[src/hdl/rrfb_pkg.sv]
`timescale 1ns / 1ps

package rrfb_pkg;

  // coordinate arithmetic width: holds rect_x + rect_width and friends, signed
  localparam int COORD_W = 15;

  localparam int CFG_INDEX_W = 3;
  localparam int CFG_DATA_W  = 64;
  localparam int COLOR_W     = 32;
  localparam int PIX_W       = 12;

  localparam int DEFAULT_MAX_DIM = 4096;

  typedef enum logic [CFG_INDEX_W-1:0] {
    REG_SCREEN_SIZE   = 3'd0,
    REG_RECT_X        = 3'd1,
    REG_RECT_Y        = 3'd2,
    REG_RECT_WIDTH    = 3'd3,
    REG_RECT_HEIGHT   = 3'd4,
    REG_FILL_COLOR    = 3'd5,
    REG_CORNER_COLORS = 3'd6,
    REG_MODE          = 3'd7
  } cfg_reg_t;

endpackage

[src/hdl/rounded_rect_fill_blit_pixel.sv]
`timescale 1ns / 1ps

// Clipped rectangle fill / blit, one destination pixel per word.
// Input channel: in_valid / in_stall with pixel_x, pixel_y and source_pixel
// (the source color the feeder fetched at the matching offset).
// Output channel: out_valid / out_stall with write_enable, pixel_color and
// is_corner, exactly one output word for every input word, in order.
// Configuration: cfg_wr_en writes cfg_data into register cfg_index; only
// write while no word is in flight.
// A word passes an input register, the coverage and corner compares,
// then the output register. Throughput is one word per cycle while
// in_stall is low; a new word is taken while a finished one still waits
// at the output. When out_stall is high the output word holds; in_stall
// rises only once both registers are full, and drops in the cycle the
// output is taken. Reset (rst, synchronous) empties both registers and
// clears every configuration register to zero.
module rounded_rect_fill_blit_pixel #(
  parameter int MAX_DIM = rrfb_pkg::DEFAULT_MAX_DIM
) (
  input  logic                             clk,
  input  logic                             rst,
  input  logic                             cfg_wr_en,
  input  logic [rrfb_pkg::CFG_INDEX_W-1:0] cfg_index,
  input  logic [rrfb_pkg::CFG_DATA_W-1:0]  cfg_data,
  input  logic                             in_valid,
  output logic                             in_stall,
  input  logic [rrfb_pkg::PIX_W-1:0]       pixel_x,
  input  logic [rrfb_pkg::PIX_W-1:0]       pixel_y,
  input  logic [rrfb_pkg::COLOR_W-1:0]     source_pixel,
  output logic                             out_valid,
  input  logic                             out_stall,
  output logic                             write_enable,
  output logic [rrfb_pkg::COLOR_W-1:0]     pixel_color,
  output logic                             is_corner
);
  import rrfb_pkg::*;

  typedef logic signed [COORD_W-1:0] coord_t;

  localparam coord_t MaxDimC = coord_t'(MAX_DIM);

  // configuration registers
  logic [28:0]        screen_size;
  logic [11:0]        rect_x;
  logic signed [12:0] rect_y;
  logic [12:0]        rect_width;
  logic [12:0]        rect_height;
  logic [31:0]        fill_color;
  logic [63:0]        corner_colors;
  logic [1:0]         mode;

  // input register
  logic               v1;
  logic [PIX_W-1:0]   px1;
  logic [PIX_W-1:0]   py1;
  logic [COLOR_W-1:0] src1;

  logic s2_ready;
  logic s1_ready;

  logic               we_next;
  logic [COLOR_W-1:0] color_next;
  logic               corner_next;

  assign s2_ready = !out_valid || !out_stall;
  assign s1_ready = !v1 || s2_ready;
  assign in_stall = !s1_ready;

  always_ff @(posedge clk) begin
    if (rst) begin
      screen_size   <= '0;
      rect_x        <= '0;
      rect_y        <= '0;
      rect_width    <= '0;
      rect_height   <= '0;
      fill_color    <= '0;
      corner_colors <= '0;
      mode          <= '0;
    end else if (cfg_wr_en) begin
      unique case (cfg_reg_t'(cfg_index))
        REG_SCREEN_SIZE:   screen_size   <= cfg_data[28:0];
        REG_RECT_X:        rect_x        <= cfg_data[11:0];
        REG_RECT_Y:        rect_y        <= cfg_data[12:0];
        REG_RECT_WIDTH:    rect_width    <= cfg_data[12:0];
        REG_RECT_HEIGHT:   rect_height   <= cfg_data[12:0];
        REG_FILL_COLOR:    fill_color    <= cfg_data[31:0];
        REG_CORNER_COLORS: corner_colors <= cfg_data;
        REG_MODE:          mode          <= cfg_data[1:0];
      endcase
    end
  end

  always_ff @(posedge clk) begin
    if (rst) begin
      v1 <= 1'b0;
    end else if (s1_ready) begin
      v1 <= in_valid;
    end
    if (s1_ready && in_valid) begin
      px1  <= pixel_x;
      py1  <= pixel_y;
      src1 <= source_pixel;
    end
  end

  always_comb begin
    coord_t w;
    coord_t h;
    coord_t dx;
    coord_t dy;
    coord_t sw;
    coord_t sh;
    coord_t cw;
    coord_t ch;
    coord_t pxs;
    coord_t pys;
    coord_t dx1;
    coord_t dy1;
    coord_t rx1;
    coord_t rx2;
    coord_t by1;
    coord_t by2;
    logic   top_ok;
    logic   right_ok;
    logic   bot_ok;
    logic   off;
    logic   on_screen;
    logic   covered;
    logic   hit;
    logic [COLOR_W-1:0] cval;
    logic [COLOR_W-1:0] outer;
    logic [COLOR_W-1:0] inner;

    w  = coord_t'(screen_size[12:0]);
    h  = coord_t'(screen_size[28:16]);
    if (w > MaxDimC) w = MaxDimC;
    if (h > MaxDimC) h = MaxDimC;
    dx  = coord_t'(rect_x);
    dy  = coord_t'(rect_y);
    sw  = coord_t'(rect_width);
    sh  = coord_t'(rect_height);
    pxs = coord_t'(px1);
    pys = coord_t'(py1);
    outer = corner_colors[31:0];
    inner = corner_colors[63:32];

    off    = (dx >= w) || (dy >= h);
    top_ok = 1'b1;
    if (dy < 0) begin
      sh     = sh + dy;
      dy     = '0;
      top_ok = 1'b0;
    end
    off = off || (sh < 0);

    right_ok = !((sw + dx) > w);
    bot_ok   = !((sh + dy) > h);
    cw = right_ok ? sw : (w - dx);
    ch = bot_ok ? sh : (h - dy);

    covered = pxs >= dx && pxs < dx + cw && pys >= dy && pys < dy + ch;

    // corner pixels off screen are dropped; pixel coordinates are never negative
    on_screen = pxs < w && pys < h;
    dx1 = dx + coord_t'(1);
    dy1 = dy + coord_t'(1);
    rx1 = dx + sw - coord_t'(1);
    rx2 = dx + sw - coord_t'(2);
    by1 = dy + sh - coord_t'(1);
    by2 = dy + sh - coord_t'(2);

    // later corners win: test in reverse order
    hit  = 1'b1;
    cval = '0;
    priority if (bot_ok && right_ok && pxs == rx2 && pys == by1) cval = inner;
    else if (bot_ok && right_ok && pxs == rx1 && pys == by1)     cval = outer;
    else if (bot_ok && right_ok && pxs == rx1 && pys == by2)     cval = inner;
    else if (bot_ok && pxs == dx1 && pys == by1)                 cval = inner;
    else if (bot_ok && pxs == dx && pys == by1)                  cval = outer;
    else if (bot_ok && pxs == dx && pys == by2)                  cval = inner;
    else if (top_ok && right_ok && pxs == rx1 && pys == dy1)     cval = inner;
    else if (top_ok && right_ok && pxs == rx1 && pys == dy)      cval = outer;
    else if (top_ok && right_ok && pxs == rx2 && pys == dy)      cval = inner;
    else if (top_ok && pxs == dx && pys == dy1)                  cval = inner;
    else if (top_ok && pxs == dx1 && pys == dy)                  cval = inner;
    else if (top_ok && pxs == dx && pys == dy)                   cval = outer;
    else                                                         hit  = 1'b0;
    hit = hit && mode[1] && on_screen && !off;

    we_next     = 1'b0;
    color_next  = '0;
    corner_next = 1'b0;
    if (hit) begin
      we_next     = 1'b1;
      color_next  = cval;
      corner_next = 1'b1;
    end else if (covered && !off) begin
      we_next    = 1'b1;
      color_next = mode[0] ? src1 : fill_color;
    end
  end

  always_ff @(posedge clk) begin
    if (rst) begin
      out_valid <= 1'b0;
    end else if (s2_ready) begin
      out_valid <= v1;
    end
    if (s2_ready && v1) begin
      write_enable <= we_next;
      pixel_color  <= color_next;
      is_corner    <= corner_next;
    end
  end

endmodule

[config.mk]
export PLATFORM = sky130hd
export DESIGN_NAME = rounded_rect_fill_blit_pixel
export DESIGN_NICKNAME = d
export VERILOG_FILES = /design/src/hdl/rrfb_pkg.sv /design/src/hdl/rounded_rect_fill_blit_pixel.sv
export SDC_FILE = /design/constraint.sdc
export NUM_CORES = 1
export LEC_CHECK = 0
export BUFFER_PORTS_ARGS = -buffer_cell sky130_fd_sc_hd__clkbuf_2
export CORE_MARGIN = 2
export CORE_UTILIZATION = 39
export DETAILED_ROUTE_END_ITERATION = 12
export PLACE_DENSITY = 0.54
export SYNTH_ARGS = -nofsm -noshare
export SYNTH_HDL_FRONTEND = slang
export SYNTH_SLANG_ARGS = --single-unit
[constraint.sdc]
create_clock -name clk -period 23.3 [get_ports clk]
set_input_delay 4.66 -clock clk [delete_from_list [all_inputs] [get_ports clk]]
set_output_delay 4.66 -clock clk [all_outputs]
set_load 0.1 [all_outputs]
==> flow_metrics.env, run 1 <==
export IMPL_clock_sinks=267
export IMPL_hold_slack_ps=451
export IMPL_setup_viol=0
export IMPL_min_to="fill_color[16]$_SDFFE_PP0P_"
export IMPL_crit_slowest_cell="a21oi_2"
export IMPL_synth_cell_types=108
export IMPL_drcViolationCount=0
export IMPL_die_h_um=241
export IMPL_clk_path_buf_depth=3
export IMPL_grt_pass1_vias=19900
export IMPL_core_area_um2=55200
export IMPL_post_route_min_period_ps=10600
export IMPL_vias=21100
export IMPL_cts_resized=0
export IMPL_ys_seq_area_share_pct=28.6
export IMPL_async_reset_ff_share_pct=0
export IMPL_clk_latency_ps=580
export IMPL_final_common_cell="nand2_1"
export IMPL_path_class="reg -> reg"
export IMPL_area_growth_pct=12.2
export IMPL_synth_ff_type="dfxtp_1"
export IMPL_fillCellCount=5651
export IMPL_grt_setup_unrepaired="false"
export IMPL_hold_viol_final=0
export IMPL_min_delay_start="fill_color[16]$_SDFFE_PP0P_"
export IMPL_die_area_um2=57900
export IMPL_ant_nets=0
export IMPL_worstReg2RegEnd="pixel_color[14]$_DFFE_PP_"
export IMPL_hold_path_depth=2
export IMPL_ys_warn_count=0
export IMPL_h_tree_depth=2
export IMPL_syn_inst=2706
export IMPL_via_per_inst=5.89
export IMPL_ys_seq_elements=267
export IMPL_grt_max_degree=112
export IMPL_synth_area_um2=21800
export IMPL_die_w_um=241
export IMPL_synth_nets=3041
export IMPL_crit_top_cell="o21ai_0"
export IMPL_crit_path_end_kind="flop"
export IMPL_post_cts_buffers=0
export IMPL_synth_edf_count=90
export IMPL_place_inst=3516
export IMPL_slew_limit_headroom_pct=20.1
export IMPL_port_buffers=163
export IMPL_startpoint_type="flop"
export IMPL_grt_total_usage_pct=27.8
export IMPL_worstReg2RegStart="rect_height[0]$_SDFFE_PP0P_"
export IMPL_gp_congestion=0.961
export IMPL_synth_top_area_share_pct=16.2
export IMPL_fin_crit_sh_pct=45.5
export IMPL_tns_ps=0
export IMPL_fmax_mhz=94.3
export IMPL_reg2reg_slack_ps=12700
export IMPL_final_cell_mix="nand2_1 (473), a21oi_1 (290), ha_1 (200)"
export IMPL_wirelength_mm=81.7
export IMPL_start_util_pct=39.5
export IMPL_leakagePower_nw=9.93
export IMPL_dr_pass1_iters=5
export IMPL_rows=86
export IMPL_grt_overflow=0
export IMPL_synth_area_top_cells="dfxtp_1 (16%), edfxtp_1 (12%), ha_1 (11%)"
export IMPL_slowest_delay_ps=940
export IMPL_finalMaxSlewViolations=0
export IMPL_p_per_area_nw_per_um2=58.4
export IMPL_clk_pin_slew_ps=70
export IMPL_final_nets=3140
export IMPL_worstPathRequired_ps=23700
export IMPL_avgSynthCellArea_um2=8.06
export IMPL_numCtsBuffers=35
export IMPL_dpl_cell_area_um2=23300
export IMPL_grt_pass1_wl_mm=122
export IMPL_drive_gt1_share_pct=12.4
export IMPL_power_total_w=0.00143
export IMPL_yosys_area_top_type="dfxtp_1"
export IMPL_fin_area_um2=24500
export IMPL_clockRootBuffer="clkbuf_16"
export IMPL_stdcell_count=3584
export IMPL_reg2reg_depth=41
export IMPL_antenna_found_initial=7
export IMPL_wire_per_inst_um=22.8
export IMPL_status="completed"
export IMPL_drtIter0Drc=1981
export IMPL_arrival_ps=11000
export IMPL_io_pins=164
export IMPL_tightest_slew_ps=1200
export IMPL_cts_tree="built"
export IMPL_min_path_type="reg -> reg"
export IMPL_cap_violations=0
export IMPL_vdd_drop_max_mv=0.0669
export IMPL_worstPathMaxFanout=28
export IMPL_cts_hold_buf=0
export IMPL_finClkSkew_ps=35.7
export IMPL_hpwl_mm=61.7
per-stage QoR:
stage | worst slack [ps] | utilization [%]
after floorplan | 13170 | -
after global placement | 13080 | 42.2
after detailed placement | 12860 | 42.2
after CTS | 12810 | 44.3
after global routing | 11910 | 44.3
final | 12700 | 44.4
where the power goes:
group          internal, W  switching [W]
combinational     0.000126       0.000217
clock             0.000341       0.000228
sequential        0.000497      0.0000192
total             0.000965       0.000464
area by class of cell:
class / count / area (um^2) / area share (%)
Multi-Input combinational cell: 2176 / 14600 / 59.6
Sequential cell: 267 / 6250 / 25.5
Clock buffer: 53 / 1020 / 4.19
Timing Repair Buffer: 183 / 972 / 3.97
Tap cell: 748 / 936 / 3.82
Inverter: 142 / 533 / 2.18
Clock inverter: 11 / 175 / 0.715
Antenna cell: 4 / 10.0 / 0.0409
synthesized netlist by cell type (all sizes together) (11+ instances only):
master   instances
a21bo           19
a2111oi         12
inv            141
nor3b           12
xnor2           74
o22ai           40
nand2b          28
nor2b           29
o221ai          12
mux2            40
buf             32
a211o           16
mux2i           28
o21ai          106
nor2           147
a21o            49
a21boi          13
edfxtp          90
nor4            27
a31oi           12
or3             23
a211oi          31
nand4           31
and3            25
ha             200
dfxtp          177
a21oi          296
o21a            33
or2             11
nor3            48
and2            18
or4             11
xor2            43
nand2          473
clkbuf          89
a221oi          17
nand3           72
o211ai          26
o31ai           13
worst max-delay path by stage:
stage	start	to	slack, ps	cells after the start
3_3_place_gp	rect_y[2]$_SDFFE_PP0P_	pixel_color[28]$_DFFE_PP_	13080	38
5_1_grt	rect_height[0]$_SDFFE_PP0P_	pixel_color[30]$_DFFE_PP_	11910	41
4_1_cts	rect_y[2]$_SDFFE_PP0P_	pixel_color[9]$_DFFE_PP_	12810	37
2_1_floorplan	out_stall	in_stall	13170	1
3_5_place_dp	rect_y[2]$_SDFFE_PP0P_	pixel_color[14]$_DFFE_PP_	12860	37
6_report	rect_height[0]$_SDFFE_PP0P_	pixel_color[14]$_DFFE_PP_	12700	41
sequential cells by signal, summed over array words and instances (netlist names), 2 cells and up:
register	cells
rect_height	13
px1	12
pixel_color	32
fill_color	32
screen_size	26
py1	12
mode	2
rect_y	13
rect_width	13
src1	32
corner_colors	64
rect_x	12
metal layers:
metal	share of wire (%)	GRT usage, %	vias to the layer above	routed length [um]
met2	44	42.7	783	35900
met1	46	39.1	10100	37300
met4	2.9	8.98	6	2350
met5	0.056	0	-	46
met3	7.4	5.22	116	6080
li1	-	-	10100	-
critical path: cells and delay by family (launching register included):
family / cells / cell delay [ps]
compound gates: 17 / 3910
fa+ha+maj: 6 / 2100
simple gates: 10 / 2080
flops: 1 / 410
mux: 2 / 400
buf+inv: 3 / 550
xor+xnor: 3 / 930
cells by family after synthesis:
kind of cell	share of synthesized area, %
and+or+nand+nor	21.6
AOI/OAI and AO/OA	24.1
DFF	28.6
buffers and inverters	4.80
adders and majority gates	12.1
xor gates and xnor gates	5.42
muxes	3.35
No activity file was read; power rests on OpenSTA's default activity.
==> inputs of run 2 (changes only) <==
--- a/config.mk
+++ b/config.mk
@@ -5,6 +5,7 @@
 export SDC_FILE = /design/constraint.sdc
 export NUM_CORES = 1
 export LEC_CHECK = 0
+export ABC_AREA = 1
 export BUFFER_PORTS_ARGS = -buffer_cell sky130_fd_sc_hd__clkbuf_2
 export CORE_MARGIN = 2
 export CORE_UTILIZATION = 39
==> constraint.sdc (replaced) <==
create_clock -name clk -period 10.4 [get_ports clk]
set_input_delay 2.08 -clock clk [delete_from_list [all_inputs] [get_ports clk]]
set_output_delay 2.08 -clock clk [all_outputs]
set_load 0.1 [all_outputs]
==> run 2 against run 1 <==
Wire length is 5.6% lower. Synthesized cell count is 16% higher. Worst setup slack worse by 12000 ps. Core utilization is 0.19 points lower. Largest power group unchanged.
==> flow_metrics.env, run 2 <==
export IMPL_numCtsBuffers=35
export IMPL_cap_violations=0
export IMPL_max_flop_register="corner_colors"
export IMPL_finClkSkew_ps=20.1
export IMPL_vdd_drop_max_mv=0.103
export IMPL_power_frac_comb_pct=25.5
export IMPL_die_h_um=237
export IMPL_area_growth_pct=12.0
export IMPL_cts_resized=0
export IMPL_cts_hold_buf=0
export IMPL_syn_inst=3138
export IMPL_p_sw_share_pct=34.1
export IMPL_slew_limit_headroom_pct=28.3
export IMPL_startpoint_type="flop"
export IMPL_min_path_type="reg -> reg"
export IMPL_port_buffers=163
export IMPL_fillCellCount=5633
export IMPL_cp_top_family="compound AO/OA/AOI/OAI gates"
export IMPL_worstPathRequired_ps=10810
export IMPL_grt_overflow=0
export IMPL_drcViolationCount=0
export IMPL_vias=21300
export IMPL_die_w_um=237
export IMPL_avgSynthCellArea_um2=6.75
export IMPL_slowest_delay_ps=420
export IMPL_crit_top_cell="nand2_1"
export IMPL_grt_setup_unrepaired="false"
export IMPL_fin_crit_sh_pct=89.9
export IMPL_wirelength_mm=77.1
export IMPL_synth_area_top_cells="dfxtp_1 (17%), nand2_1 (16%), edfxtp_1 (13%)"
export IMPL_drtIter0Drc=1511
export IMPL_io_pins=164
export IMPL_path_class="reg -> reg"
export IMPL_clock_sinks=267
export IMPL_hold_viol_final=0
export IMPL_tns_ps=0
export IMPL_synth_ff_type="dfxtp_1"
export IMPL_grt_pass1_vias=20300
export IMPL_p_seq_share_pct=36.1
export IMPL_grt_max_degree=91
export IMPL_via_per_inst=5.35
export IMPL_cts_tree="built"
export IMPL_grt_total_usage_pct=27.1
export IMPL_setup_viol=0
export IMPL_yosysMostFrequentCell="nand2_1"
export IMPL_start_util_pct=39.4
export IMPL_ys_seq_elements=267
export IMPL_ant_nets=0
export IMPL_fmax_mhz=107
export IMPL_crit_path_end_kind="flop"
export IMPL_wire_per_inst_um=19.4
export IMPL_grt_pass1_wl_mm=118
export IMPL_ys_warn_count=0
export IMPL_netlist_top_cells_count="nand2_1 (926), inv_1 (319), nor2_1 (309)"
export IMPL_clk_path_buf_depth=3
export IMPL_async_reset_ff_share_pct=0
export IMPL_place_inst=3912
export IMPL_arrival_ps=9760
export IMPL_cp_num_buf_inv=8
export IMPL_finalMaxSlewViolations=0
export IMPL_final_common_cell="nand2_1"
export IMPL_post_route_min_period_ps=9350
export IMPL_post_cts_buffers=0
export IMPL_tightest_slew_ps=1070
export IMPL_clk_pin_slew_ps=60
export IMPL_antenna_found_initial=0
export IMPL_pwr_share_clk_pct=38.3
export IMPL_rows=85
export IMPL_final_cell_mix="nand2_1 (926), inv_1 (318), nor2_1 (307)"
export IMPL_dr_pass1_iters=5
export IMPL_clk_latency_ps=570
export IMPL_synth_edf_count=90
export IMPL_gp_congestion=0.914
export IMPL_p_int_w=0.00211
export IMPL_leakagePower_nw=11.2
export IMPL_ys_seq_area_share_pct=29.5
export IMPL_synth_nets=3473
export IMPL_core_area_um2=53700
export IMPL_p_per_area_nw_per_um2=135
export IMPL_n_antenna_cell=0
export IMPL_drive_gt1_share_pct=9.51
export IMPL_status="completed"
export IMPL_die_area_um2=56200
export IMPL_hpwl_mm=58.3
export IMPL_switching_power_w=0.00109
export IMPL_worstPathMaxFanout=32
export IMPL_synth_cell_types=57
export IMPL_synth_area_um2=21200
export IMPL_utilization_pct=44.2
export IMPL_crit_slowest_cell="fa_1"
export IMPL_regArea_um2=6250
export IMPL_final_nets=3588
export IMPL_multi_input_area_um2=13200
export IMPL_stdcell_count=3976
export IMPL_yosys_area_top_type="dfxtp_1"
export IMPL_synth_top_area_share_pct=16.7
export IMPL_h_tree_depth=2
export IMPL_clockRootBuffer="clkbuf_16"
export IMPL_largest_reg_flops=64
[run 2: layer usage]
layer / global-route usage [%] / routed length (um) / share of wire, %
met4: 8.32 / 2180 / 2.8
met5: 0 / 0 / 0
met1: 36.8 / 35600 / 46
met2: 45.4 / 35800 / 46
met3: 2.69 / 3540 / 4.6
[run 2: kinds of logic (layout without fill, tap and decap cells)]
family	count (synthesis)	in the layout	share of synthesized area, %
buffers and inverters	454	596	8.32
AND/OR/NAND/NOR	1581	1581	31.2
adder cells (fa/ha/maj)	207	207	12.5
AO/OA/AOI/OAI	518	518	13.9
multiplexers	1	1	0.0473
flip-flops	267	267	29.5
XOR/XNOR	110	110	4.55
[run 2: path summary, 6_finish.rpt]
check | cells past startpoint | slack [ps] | startpoint | end
min | 2 | 460 | corner_colors[54]$_SDFFE_PP0P_ | corner_colors[54]$_SDFFE_PP0P_
max | 51 | 1050 | rect_height[0]$_SDFFE_PP0P_ | pixel_color[27]$_DFFE_PP_
max reg2reg | 51 | 1050 | rect_height[0]$_SDFFE_PP0P_ | pixel_color[27]$_DFFE_PP_
min reg2reg | 2 | 460 | corner_colors[54]$_SDFFE_PP0P_ | corner_colors[54]$_SDFFE_PP0P_
[run 2: through the flow]
stage / area, um^2 / power [W] / hold WS, ps / setup slack [ps]
6_report: 23700 / 0.00320 / 460 / 1050
5_1_grt: 23700 / 0.00337 / 473 / 211
4_1_cts: 23700 / 0.00323 / 461 / 1040
3_5_place_dp: 22600 / 0.00199 / 447 / 1070
3_3_place_gp: 22600 / 0.00198 / 445 / 1350
2_1_floorplan: 21200 / 0.00174 / 434 / 3000
[run 2: cell type report]
type / count / area share [%]
clock inverter: 11 / 0.295
sequential: 267 / 26.3
multi-input combinational: 2417 / 55.6
tap: 696 / 3.67
clock buffer: 53 / 4.49
inverter: 352 / 5.57
timing repair buffer: 180 / 4.00
[run 2: tightest hold or removal path, delay by kind of cell (launching register included)]
family           cells  cell delay (ps)
flip-flops           1              300
AND/OR/NAND/NOR      1               60
AO/OA/AOI/OAI        1               50
[run 2: power groups by stage]
stage	registers [W]	clock network (W)	logic, W
2_1_floorplan	0.00120	0	0.000542
3_3_place_gp	0.00118	0	0.000801
3_5_place_dp	0.00118	0	0.000811
4_1_cts	0.00116	0.00125	0.000815
5_1_grt	0.00116	0.00129	0.000916
6_report	0.00116	0.00122	0.000816
